===== config.mk =====
export PLATFORM = sky130hd
export DESIGN_NAME = gps_response_coord_extractor_core_flat
export DESIGN_NICKNAME = d
export VERILOG_FILES = /design/src/sv/gre_pkg.sv /design/src/sv/gre_channels.sv /design/src/sv/gre_tag_match.sv /design/src/sv/gre_scanner.sv /design/src/sv/gre_convert.sv /design/src/sv/gps_response_coord_extractor_core.sv /design/src/flat_wrapper.sv
export SDC_FILE = /design/constraint.sdc
export NUM_CORES = 2
export LEC_CHECK = 0
export ABC_AREA = 1
export BUFFER_PORTS_ARGS = -buffer_cell sky130_fd_sc_hd__buf_2
export CORE_AREA = 2 2 307 309
export CTS_CLUSTER_SIZE = 10
export DETAILED_ROUTE_END_ITERATION = 10
export DIE_AREA = 0 0 309 311
export PLACE_DENSITY = 0.62
export SYNTH_ARGS = -nofsm -noshare
export SYNTH_HDL_FRONTEND = slang
export SYNTH_SLANG_ARGS = --single-unit

===== constraint.sdc =====
create_clock -name clk -period 11.88 [get_ports clk]
set_clock_uncertainty 0.15 [all_clocks]
set_input_delay 0.594 -clock clk [delete_from_list [all_inputs] [get_ports clk]]
set_output_delay 0.594 -clock clk [all_outputs]
set_load 0.005 [all_outputs]

===== src/sv/gre_pkg.sv =====
`default_nettype none
package gre_pkg;

  localparam int BYTE_W     = 8;
  localparam int DEG_W      = 30;   // whole degrees of a field of up to 15 digits
  localparam int REM_W      = 20;   // remainder below one million
  localparam int SUM_W      = 24;   // remainder times ten plus a digit
  localparam int FRAC_W     = 21;
  localparam int OUT_DEG_W  = 31;
  localparam int MILLION    = 1000000;
  localparam int TAG_LEN    = 8;
  localparam int TAG_POS_W  = 3;

  // floor(x / 3) = (x * RECIP3) >> RECIP3_SHIFT for x below 2**23
  localparam int RECIP_W      = 24;
  localparam int FIVE_REM_W   = 23;
  localparam logic [RECIP_W-1:0] RECIP3 = 24'hAAAAAB;
  localparam int RECIP3_SHIFT = 25;

  localparam logic [BYTE_W-1:0] CH_PLUS  = 8'h2B;
  localparam logic [BYTE_W-1:0] CH_COMMA = 8'h2C;
  localparam logic [BYTE_W-1:0] CH_DOT   = 8'h2E;
  localparam logic [BYTE_W-1:0] CH_ZERO  = 8'h30;
  localparam logic [BYTE_W-1:0] CH_NINE  = 8'h39;
  localparam logic [BYTE_W-1:0] CH_COLON = 8'h3A;
  localparam logic [BYTE_W-1:0] CH_SPACE = 8'h20;
  localparam logic [BYTE_W-1:0] CH_TAB   = 8'h09;
  localparam logic [BYTE_W-1:0] CH_CR    = 8'h0D;
  localparam logic [BYTE_W-1:0] CH_NUL   = 8'h00;
  localparam logic [BYTE_W-1:0] CH_S     = 8'h53;
  localparam logic [BYTE_W-1:0] CH_W     = 8'h57;

  // "+QGPSLOC"
  localparam logic [BYTE_W-1:0] TAG_TEXT [TAG_LEN] = '{
    8'h2B, 8'h51, 8'h47, 8'h50, 8'h53, 8'h4C, 8'h4F, 8'h43
  };

  typedef enum logic [8:0] {
    PH_FIRST = 9'b000000001,
    PH_COLON = 9'b000000010,
    PH_WS    = 9'b000000100,
    PH_SKIP  = 9'b000001000,
    PH_LAT   = 9'b000010000,
    PH_COMMA = 9'b000100000,
    PH_LON   = 9'b001000000,
    PH_DONE  = 9'b010000000,
    PH_FAIL  = 9'b100000000
  } scan_phase_t;

  typedef struct packed {
    logic             neg;
    logic [DEG_W-1:0] deg;
    logic [REM_W-1:0] rem;
  } coord_hold_t;

  typedef struct packed {
    logic        fix;
    coord_hold_t lat;
    coord_hold_t lon;
  } fix_job_t;

  function automatic logic [SUM_W-1:0] millions(input logic [3:0] k);
    return SUM_W'(32'(k) * MILLION);
  endfunction

  function automatic logic is_ws(input logic [BYTE_W-1:0] c);
    return (c == CH_SPACE) || (c >= CH_TAB && c <= CH_CR);
  endfunction

  function automatic logic is_field_char(input logic [BYTE_W-1:0] c);
    return (c == CH_DOT) || (c >= CH_ZERO && c <= CH_NINE);
  endfunction

endpackage
`default_nettype wire


===== src/sv/gre_channels.sv =====
`default_nettype none
interface gre_rsp_if;
  import gre_pkg::*;
  logic              valid;
  logic              ready;
  logic [BYTE_W-1:0] rx_byte;
  logic              end_of_response;

  modport source (output valid, rx_byte, end_of_response, input ready);
  modport sink (input valid, rx_byte, end_of_response, output ready);
endinterface

interface gre_fix_if;
  import gre_pkg::*;
  logic                        valid;
  logic                        ready;
  logic                        fix_valid;
  logic signed [OUT_DEG_W-1:0] lat_degrees;
  logic        [FRAC_W-1:0]    lat_millionths;
  logic signed [OUT_DEG_W-1:0] lon_degrees;
  logic        [FRAC_W-1:0]    lon_millionths;

  modport source (output valid, fix_valid, lat_degrees, lat_millionths, lon_degrees,
                  lon_millionths, input ready);
  modport sink (input valid, fix_valid, lat_degrees, lat_millionths, lon_degrees,
                lon_millionths, output ready);
endinterface
`default_nettype wire


===== src/sv/gre_tag_match.sv =====
`default_nettype none
module gre_tag_match (
  input  wire logic                  clk,
  input  wire logic                  rst,
  input  wire logic                  step,
  input  wire logic                  clear,
  input  wire logic [gre_pkg::BYTE_W-1:0] rx_byte,
  output logic                       seen_next
);
  import gre_pkg::*;

  logic [TAG_POS_W-1:0] pos;
  logic [TAG_POS_W-1:0] pos_next;
  logic                 seen;

  always_comb begin
    pos_next  = pos;
    seen_next = seen;
    if (step) begin
      if (rx_byte == TAG_TEXT[pos]) begin
        pos_next = pos + 1'b1;
        // wraps to zero after the last tag character
        if (pos == TAG_POS_W'(TAG_LEN - 1)) begin
          seen_next = 1'b1;
        end
      end else begin
        pos_next = (rx_byte == CH_PLUS) ? TAG_POS_W'(1) : '0;
      end
    end
  end

  always_ff @(posedge clk) begin
    if (rst || clear) begin
      pos  <= '0;
      seen <= 1'b0;
    end else begin
      pos  <= pos_next;
      seen <= seen_next;
    end
  end

endmodule
`default_nettype wire


===== src/sv/gre_scanner.sv =====
`default_nettype none
module gre_scanner #(
  parameter int RESPONSE_BYTES = 300,
  parameter int FIELD_CHARS    = 15
) (
  input  wire logic                  clk,
  input  wire logic                  rst,
  input  wire logic                  accept,
  input  wire logic [gre_pkg::BYTE_W-1:0] rx_byte,
  input  wire logic                  last,
  output logic                       job_valid,
  output gre_pkg::fix_job_t          job
);
  import gre_pkg::*;

  localparam int BT_W = $clog2(RESPONSE_BYTES);
  localparam int FC_W = $clog2(FIELD_CHARS + 1);

  scan_phase_t       phase, phase_next;
  logic [BT_W-1:0]   bytes_taken;
  logic              text_ended;
  logic [FC_W-1:0]   cnt, cnt_next;
  logic [DEG_W-1:0]  acc_deg, acc_deg_next;
  logic [REM_W-1:0]  acc_rem, acc_rem_next;
  coord_hold_t       lat, lat_next, lon, lon_next;

  logic              in_window;
  logic              take;
  logic              tag_seen_next;
  logic [SUM_W-1:0]  sum;
  logic [3:0]        carry;
  logic [DEG_W-1:0]  step_deg;
  logic [REM_W-1:0]  step_rem;
  coord_hold_t       hold_now;

  assign in_window = accept && !text_ended && (bytes_taken < BT_W'(RESPONSE_BYTES - 1));
  assign take      = in_window && (rx_byte != CH_NUL);

  gre_tag_match u_tag (
    .clk       (clk),
    .rst       (rst),
    .step      (take),
    .clear     (accept && last),
    .rx_byte   (rx_byte),
    .seen_next (tag_seen_next)
  );

  // decimal digit shift kept split as degrees and remainder below one million
  always_comb begin
    sum = ({4'b0, acc_rem} << 3) + ({4'b0, acc_rem} << 1) + SUM_W'(rx_byte[3:0]);
    carry = '0;
    for (int j = 1; j <= 9; j++) begin
      if (sum >= millions(4'(j))) begin
        carry = 4'(j);
      end
    end
    step_rem = REM_W'(sum - millions(carry));
    step_deg = (acc_deg << 3) + (acc_deg << 1) + DEG_W'(carry);
  end

  assign hold_now = '{neg: (rx_byte == CH_S) || (rx_byte == CH_W), deg: acc_deg, rem: acc_rem};

  always_comb begin
    phase_next   = phase;
    cnt_next     = cnt;
    acc_deg_next = acc_deg;
    acc_rem_next = acc_rem;
    lat_next     = lat;
    lon_next     = lon;
    if (take) begin
      case (phase)
        PH_FIRST: begin
          phase_next = (rx_byte == CH_COLON) ? PH_FAIL : PH_COLON;
        end
        PH_COLON: begin
          if (rx_byte == CH_COLON) begin
            phase_next = PH_WS;
          end
        end
        PH_WS: begin
          if (rx_byte == CH_COMMA) begin
            phase_next = PH_FAIL;
          end else if (!is_ws(rx_byte)) begin
            phase_next = PH_SKIP;
          end
        end
        PH_SKIP: begin
          if (rx_byte == CH_COMMA) begin
            phase_next   = PH_LAT;
            cnt_next     = '0;
            acc_deg_next = '0;
            acc_rem_next = '0;
          end
        end
        PH_COMMA: begin
          if (rx_byte == CH_COMMA) begin
            phase_next   = PH_LON;
            cnt_next     = '0;
            acc_deg_next = '0;
            acc_rem_next = '0;
          end else begin
            phase_next = PH_FAIL;
          end
        end
        PH_LAT, PH_LON: begin
          if (cnt < FC_W'(FIELD_CHARS) && is_field_char(rx_byte)) begin
            if (rx_byte != CH_DOT) begin
              acc_deg_next = step_deg;
              acc_rem_next = step_rem;
            end
            cnt_next = cnt + 1'b1;
          end else if (cnt == '0) begin
            phase_next = PH_FAIL;
          end else if (phase == PH_LAT) begin
            lat_next   = hold_now;
            phase_next = PH_COMMA;
          end else begin
            lon_next   = hold_now;
            phase_next = PH_DONE;
          end
        end
        PH_DONE, PH_FAIL: begin
        end
        default: begin
          phase_next = PH_FAIL;
        end
      endcase
    end
  end

  assign job_valid = accept && last;
  assign job       = '{fix: tag_seen_next && (phase_next == PH_DONE), lat: lat_next,
                       lon: lon_next};

  always_ff @(posedge clk) begin
    if (rst || (accept && last)) begin
      phase       <= PH_FIRST;
      bytes_taken <= '0;
      text_ended  <= 1'b0;
      cnt         <= '0;
      acc_deg     <= '0;
      acc_rem     <= '0;
      lat         <= '0;
      lon         <= '0;
    end else begin
      phase   <= phase_next;
      cnt     <= cnt_next;
      acc_deg <= acc_deg_next;
      acc_rem <= acc_rem_next;
      lat     <= lat_next;
      lon     <= lon_next;
      if (take) begin
        bytes_taken <= bytes_taken + 1'b1;
      end
      if (in_window && rx_byte == CH_NUL) begin
        text_ended <= 1'b1;
      end
    end
  end

endmodule
`default_nettype wire


===== src/sv/gre_convert.sv =====
`default_nettype none
module gre_convert (
  input  wire logic          clk,
  input  wire logic          rst,
  input  wire logic          job_valid,
  input  wire gre_pkg::fix_job_t job,
  output logic               job_ready,
  gre_fix_if.source          fix_out
);
  import gre_pkg::*;

  logic     s1_valid;
  fix_job_t s1;
  logic     out_valid;
  logic     out_adv;
  logic     s1_move;

  // minutes remainder to millionths of a degree: floor(rem * 5 / 3)
  function automatic logic [FRAC_W-1:0] to_frac(input logic [REM_W-1:0] rem);
    logic [FIVE_REM_W-1:0]         five;
    logic [FIVE_REM_W+RECIP_W-1:0] prod;
    five = (FIVE_REM_W'(rem) << 2) + FIVE_REM_W'(rem);
    prod = (FIVE_REM_W+RECIP_W)'(five) * (FIVE_REM_W+RECIP_W)'(RECIP3);
    return prod[RECIP3_SHIFT +: FRAC_W];
  endfunction

  function automatic logic [OUT_DEG_W-1:0] signed_deg(input coord_hold_t h);
    logic [OUT_DEG_W-1:0] d;
    d = OUT_DEG_W'(h.deg);
    return h.neg ? (~d + 1'b1) : d;
  endfunction

  assign out_adv   = !out_valid || fix_out.ready;
  assign s1_move   = s1_valid && out_adv;
  assign job_ready = !s1_valid || out_adv;

  always_ff @(posedge clk) begin
    if (rst) begin
      s1_valid  <= 1'b0;
      out_valid <= 1'b0;
    end else begin
      if (job_ready) begin
        s1_valid <= job_valid;
      end
      if (out_adv) begin
        out_valid <= s1_valid;
      end
    end
  end

  always_ff @(posedge clk) begin
    if (job_ready && job_valid) begin
      s1 <= job;
    end
    if (s1_move) begin
      fix_out.fix_valid <= s1.fix;
      if (s1.fix) begin
        fix_out.lat_degrees    <= signed_deg(s1.lat);
        fix_out.lat_millionths <= to_frac(s1.lat.rem);
        fix_out.lon_degrees    <= signed_deg(s1.lon);
        fix_out.lon_millionths <= to_frac(s1.lon.rem);
      end else begin
        fix_out.lat_degrees    <= '0;
        fix_out.lat_millionths <= '0;
        fix_out.lon_degrees    <= '0;
        fix_out.lon_millionths <= '0;
      end
    end
  end

  assign fix_out.valid = out_valid;

endmodule
`default_nettype wire


===== src/sv/gps_response_coord_extractor_core.sv =====
`default_nettype none
// Scans a modem position response one byte per cycle while not stalled and returns one
// fix item per response, on the byte flagged end_of_response. fix_valid is 1 only when
// the "+QGPSLOC" tag appeared and both coordinate fields matched, each closed by any
// one character read as its direction letter; otherwise all coordinate fields read 0.
// Coordinates come as signed whole degrees (negative for S or W, zero degrees never
// negative) plus millionths of a degree taken from the ddmm minutes. Only the first
// RESPONSE_BYTES-1 bytes up to any zero byte are scanned. A byte is accepted every
// cycle that the input is not stalled; the fix item is registered in the stage that
// captures the scan result, then in the output stage that does the minutes-to-millionths
// multiply. Input stalls only while both of those stages hold items that the output side has not taken.
module gps_response_coord_extractor_core #(
  parameter int RESPONSE_BYTES = 300,
  parameter int FIELD_CHARS    = 15
) (
  input  wire logic  clk,
  input  wire logic  rst,
  gre_rsp_if.sink    rsp_in,
  gre_fix_if.source  fix_out
);
  import gre_pkg::*;

  logic     accept;
  logic     job_valid;
  logic     job_ready;
  fix_job_t job;

  assign accept       = rsp_in.valid && rsp_in.ready;
  assign rsp_in.ready = job_ready;

  gre_scanner #(
    .RESPONSE_BYTES (RESPONSE_BYTES),
    .FIELD_CHARS    (FIELD_CHARS)
  ) u_scanner (
    .clk       (clk),
    .rst       (rst),
    .accept    (accept),
    .rx_byte   (rsp_in.rx_byte),
    .last      (rsp_in.end_of_response),
    .job_valid (job_valid),
    .job       (job)
  );

  gre_convert u_convert (
    .clk       (clk),
    .rst       (rst),
    .job_valid (job_valid),
    .job       (job),
    .job_ready (job_ready),
    .fix_out   (fix_out)
  );

endmodule
`default_nettype wire

===== src/flat_wrapper.sv =====
// flat-port wrapper written by rule: the top's interface ports become plain ports
module gps_response_coord_extractor_core_flat import gre_pkg::*;
#(
  parameter int RESPONSE_BYTES = 300,
  parameter int FIELD_CHARS    = 15
)
  (clk, rst, rsp_in_valid, rsp_in_rx_byte, rsp_in_end_of_response, rsp_in_ready, fix_out_valid, fix_out_fix_valid, fix_out_lat_degrees, fix_out_lat_millionths, fix_out_lon_degrees, fix_out_lon_millionths, fix_out_ready);
  gre_rsp_if rsp_in_i ();
  gre_fix_if fix_out_i ();
  input  wire logic clk;
  input  wire logic rst;
  input wire logic [$bits(rsp_in_i.valid)-1:0] rsp_in_valid;
  input wire logic [$bits(rsp_in_i.rx_byte)-1:0] rsp_in_rx_byte;
  input wire logic [$bits(rsp_in_i.end_of_response)-1:0] rsp_in_end_of_response;
  output wire logic [$bits(rsp_in_i.ready)-1:0] rsp_in_ready;
  output wire logic [$bits(fix_out_i.valid)-1:0] fix_out_valid;
  output wire logic [$bits(fix_out_i.fix_valid)-1:0] fix_out_fix_valid;
  output wire logic [$bits(fix_out_i.lat_degrees)-1:0] fix_out_lat_degrees;
  output wire logic [$bits(fix_out_i.lat_millionths)-1:0] fix_out_lat_millionths;
  output wire logic [$bits(fix_out_i.lon_degrees)-1:0] fix_out_lon_degrees;
  output wire logic [$bits(fix_out_i.lon_millionths)-1:0] fix_out_lon_millionths;
  input wire logic [$bits(fix_out_i.ready)-1:0] fix_out_ready;
  assign rsp_in_i.valid = rsp_in_valid;
  assign rsp_in_i.rx_byte = rsp_in_rx_byte;
  assign rsp_in_i.end_of_response = rsp_in_end_of_response;
  assign rsp_in_ready = rsp_in_i.ready;
  assign fix_out_valid = fix_out_i.valid;
  assign fix_out_fix_valid = fix_out_i.fix_valid;
  assign fix_out_lat_degrees = fix_out_i.lat_degrees;
  assign fix_out_lat_millionths = fix_out_i.lat_millionths;
  assign fix_out_lon_degrees = fix_out_i.lon_degrees;
  assign fix_out_lon_millionths = fix_out_i.lon_millionths;
  assign fix_out_i.ready = fix_out_ready;
  gps_response_coord_extractor_core #(.RESPONSE_BYTES(RESPONSE_BYTES), .FIELD_CHARS(FIELD_CHARS)) u_core (.clk(clk), .rst(rst), .rsp_in(rsp_in_i), .fix_out(fix_out_i));
endmodule

==> results_dict.tcl <==
set metrics [dict create \
    synth_top_area_share 0.176 \
    ys_types 61 \
    slew_viol_final 0 \
    drv_cap 0 \
    wirelength_um 87600 \
    die_h_um 311 \
    critPathCaptureType "flip-flop" \
    setup_viol 0 \
    initial_core_util 0.396 \
    routedWlPerCell_um 15.1 \
    clkTransAtPathRegs_ns 0.06 \
    cts_buffers 48 \
    yosysMostFrequentCell "inv_1" \
    cts_root_buffer "clkbuf_16" \
    avgSynthCellArea_um2 8.34 \
    fmax_mhz 107 \
    fin_setup_tns_ns 0 \
    critical-path-top-delay-family "adder cells" \
    fill_cells 9290 \
    drc 0 \
    worst-slew-pin-transition_ns 1.08 \
    yosysSeqAreaShare 0.268 \
    ioPinCount 120 \
    syn_nets 5234 \
    grt_first_pass_wirelength_um 143000 \
    clk_latency_ns 0.61 \
    layout-drive-gt1-share 0.0576 \
    cp_num_buf_inv 6 \
    start_kind "flip-flop" \
    rsz0062_at_grt "no" \
    syn2layout_area_growth_pct 9.46 \
    synth_area_leaders "ha_1, edfxtp_1, fa_1" \
    run_status "finished clean" \
    grt_start_max_net_pins 97 \
    yosys.area.top_type "ha_1" \
    die_w_um 309 \
    fp-row-count 112 \
    dieArea_um2 96100 \
    period_minus_slack_ns 9.36 \
    max_slew_margin 0.277 \
    synthArstFlopShare 0 \
    gp_congestion 0.887 \
    cts.sinks 389 \
    drt_iter0_markers 1645 \
    drt_pass1_iterations 5 \
    nets 5339 \
    cts_tree "done" \
    via_count 28500 \
    clk_path_buf_depth 3 \
    post_cts_buffers 0 \
    gr-total-overflow 0 \
    cts.htree.levels 2 \
    period_share 0.788 \
    hold_path.class "in -> reg" \
    synthFlopType "edfxtp_1" \
    crit_type "reg -> reg" \
    hpwl_um 70800 \
    final-hold-violation-count 0 \
    antenna_left 0 \
    cts_resized 0 \
    max_stage_delay_ns 0.77 \
    port_buffers 119 \
    crit_top_cell "fa_1" \
    core_area_um2 92800 \
    postCtsHoldBufs 1 \
    antenna_found_initial 1 \
    ys_warn_count 0 \
    crit_arrival_ns 9.55 \
    cp.required_ns 12.08 \
    synth.cell_area_um2 36800 \
    yosys-top-cells-count "inv_1, nand2_1, ha_1, a21oi_1, nor2_1" \
    track_usage 0.184 \
    synth_edf_count 208 \
    viasPerCell 4.91 \
    synthCells 4409 \
    crit_slowest_cell "edfxtp_1" \
    grt_pass1_vias 28100 \
    path_max_fanout 11 \
    ys_ff_latch 389 \
]
sequential cells by signal, indices dropped and copies added, names as in the netlist, 9 cells and up:
| signal | flops |
|---|---|
| u_core.u_convert.fix_out.lon_millionths | 21 |
| u_core.u_scanner.lat | 51 |
| u_core.u_convert.fix_out.lon_degrees | 31 |
| u_core.u_convert.s1 | 103 |
| u_core.u_scanner.lon | 51 |
| u_core.u_scanner.acc_rem | 20 |
| u_core.u_scanner.phase | 9 |
| u_core.u_convert.fix_out.lat_degrees | 31 |
| u_core.u_scanner.acc_deg | 30 |
| u_core.u_scanner.bytes_taken | 9 |
| u_core.u_convert.fix_out.lat_millionths | 21 |
area by class of cell:
class / count / area [um2] / share of cell area
Multi-Input combinational cell: 2981 / 23000 / 0.572
Sequential cell: 389 / 9870 / 0.245
Inverter: 960 / 3600 / 0.0895
Tap cell: 1254 / 1570 / 0.0390
Clock buffer: 79 / 1380 / 0.0343
Timing Repair Buffer: 134 / 711 / 0.0177
Clock inverter: 7 / 106 / 0.00264
Antenna cell: 1 / 2.50 / 0.0000622
cells by family (layout without fill, tap and decap cells):
logic type      count (synthesis)  in the layout  share of synthesized area
simple gates                 1292           1292                      0.150
compound gates                808            808                      0.122
other cells                     0              1                          0
buf+inv                      1039           1180                      0.107
flops                         389            389                      0.268
fa+ha+maj                     812            812                      0.336
mux                             1              1                   0.000272
xor+xnor                       68             68                     0.0162
metrics by stage:
stage | setup slack [ns] | cell area, um2 | std cells | hold WS [ns] | util
floorplan | 3.39 | 36800 | 4409 | 0.274 | -
global placement | 2.63 | 38800 | 5717 | 0.297 | 0.418
detailed placement | 2.51 | 38800 | 5717 | 0.310 | 0.418
CTS | 2.49 | 40300 | 5804 | 0.107 | 0.434
global route | 1.70 | 40300 | 5804 | 0.186 | 0.434
finish | 2.52 | 40300 | 5805 | 0.135 | 0.434
cell usage in the layout (no fill, tap or decap), types with 10 or more instances in the layout:
cell type and instances:
inv_1 948, a211oi_1 72, xor2_1 41, nand4_1 33, nor2_1 376, xnor2_1 27, nor3_1 87, ha_1 518
buf_4 14, o21bai_1 16, clkbuf_16 51, clkbuf_1 28, dfxtp_1 181, o21ai_0 226, a21oi_1 392, and3_1 16
o21a_1 17, a21o_1 10, buf_2 119, or2_2 15, a31oi_1 17, edfxtp_1 208, nand2_1 583, nand3_1 113
fa_1 294, nand2_2 20, nor4_1 16
routing by layer:
layer / GRT usage / vias to the layer above / part of all wire
met2: 0.305 / 519 / 0.46
met3: 0.0235 / 111 / 0.043
met5: 0 / - / 0
met1: 0.253 / 13300 / 0.47
li1: - / 14600 / -
met4: 0.0491 / 0 / 0.024
worst register-to-register path: cells and delay by family (launching register included):
| family | cells | cell delay [ns] |
|---|---|---|
| AO/OA/AOI/OAI | 16 | 2.58 |
| AND/OR/NAND/NOR | 4 | 0.34 |
| buffers and inverters | 6 | 0.52 |
| adder cells (fa/ha/maj) | 10 | 4.58 |
| XOR/XNOR | 1 | 0.18 |
| flip-flops | 1 | 0.77 |
final timing paths:
check,slack [ns],startpoint,end,cells after the start
setup / recovery,2.52,u_core.u_convert.s1[0],u_core.u_convert.fix_out.lon_millionths[19],37
hold / removal,0.14,fix_out_ready,u_core.u_convert.fix_out.valid,4
setup reg to reg,2.52,u_core.u_convert.s1[0],u_core.u_convert.fix_out.lon_millionths[19],37
hold reg to reg,0.31,u_core.u_scanner.bytes_taken[8],u_core.u_scanner.bytes_taken[8],2
Power is not shown: default switching activity piles up to over one toggle a cycle in this logic, so the estimate is an artifact.
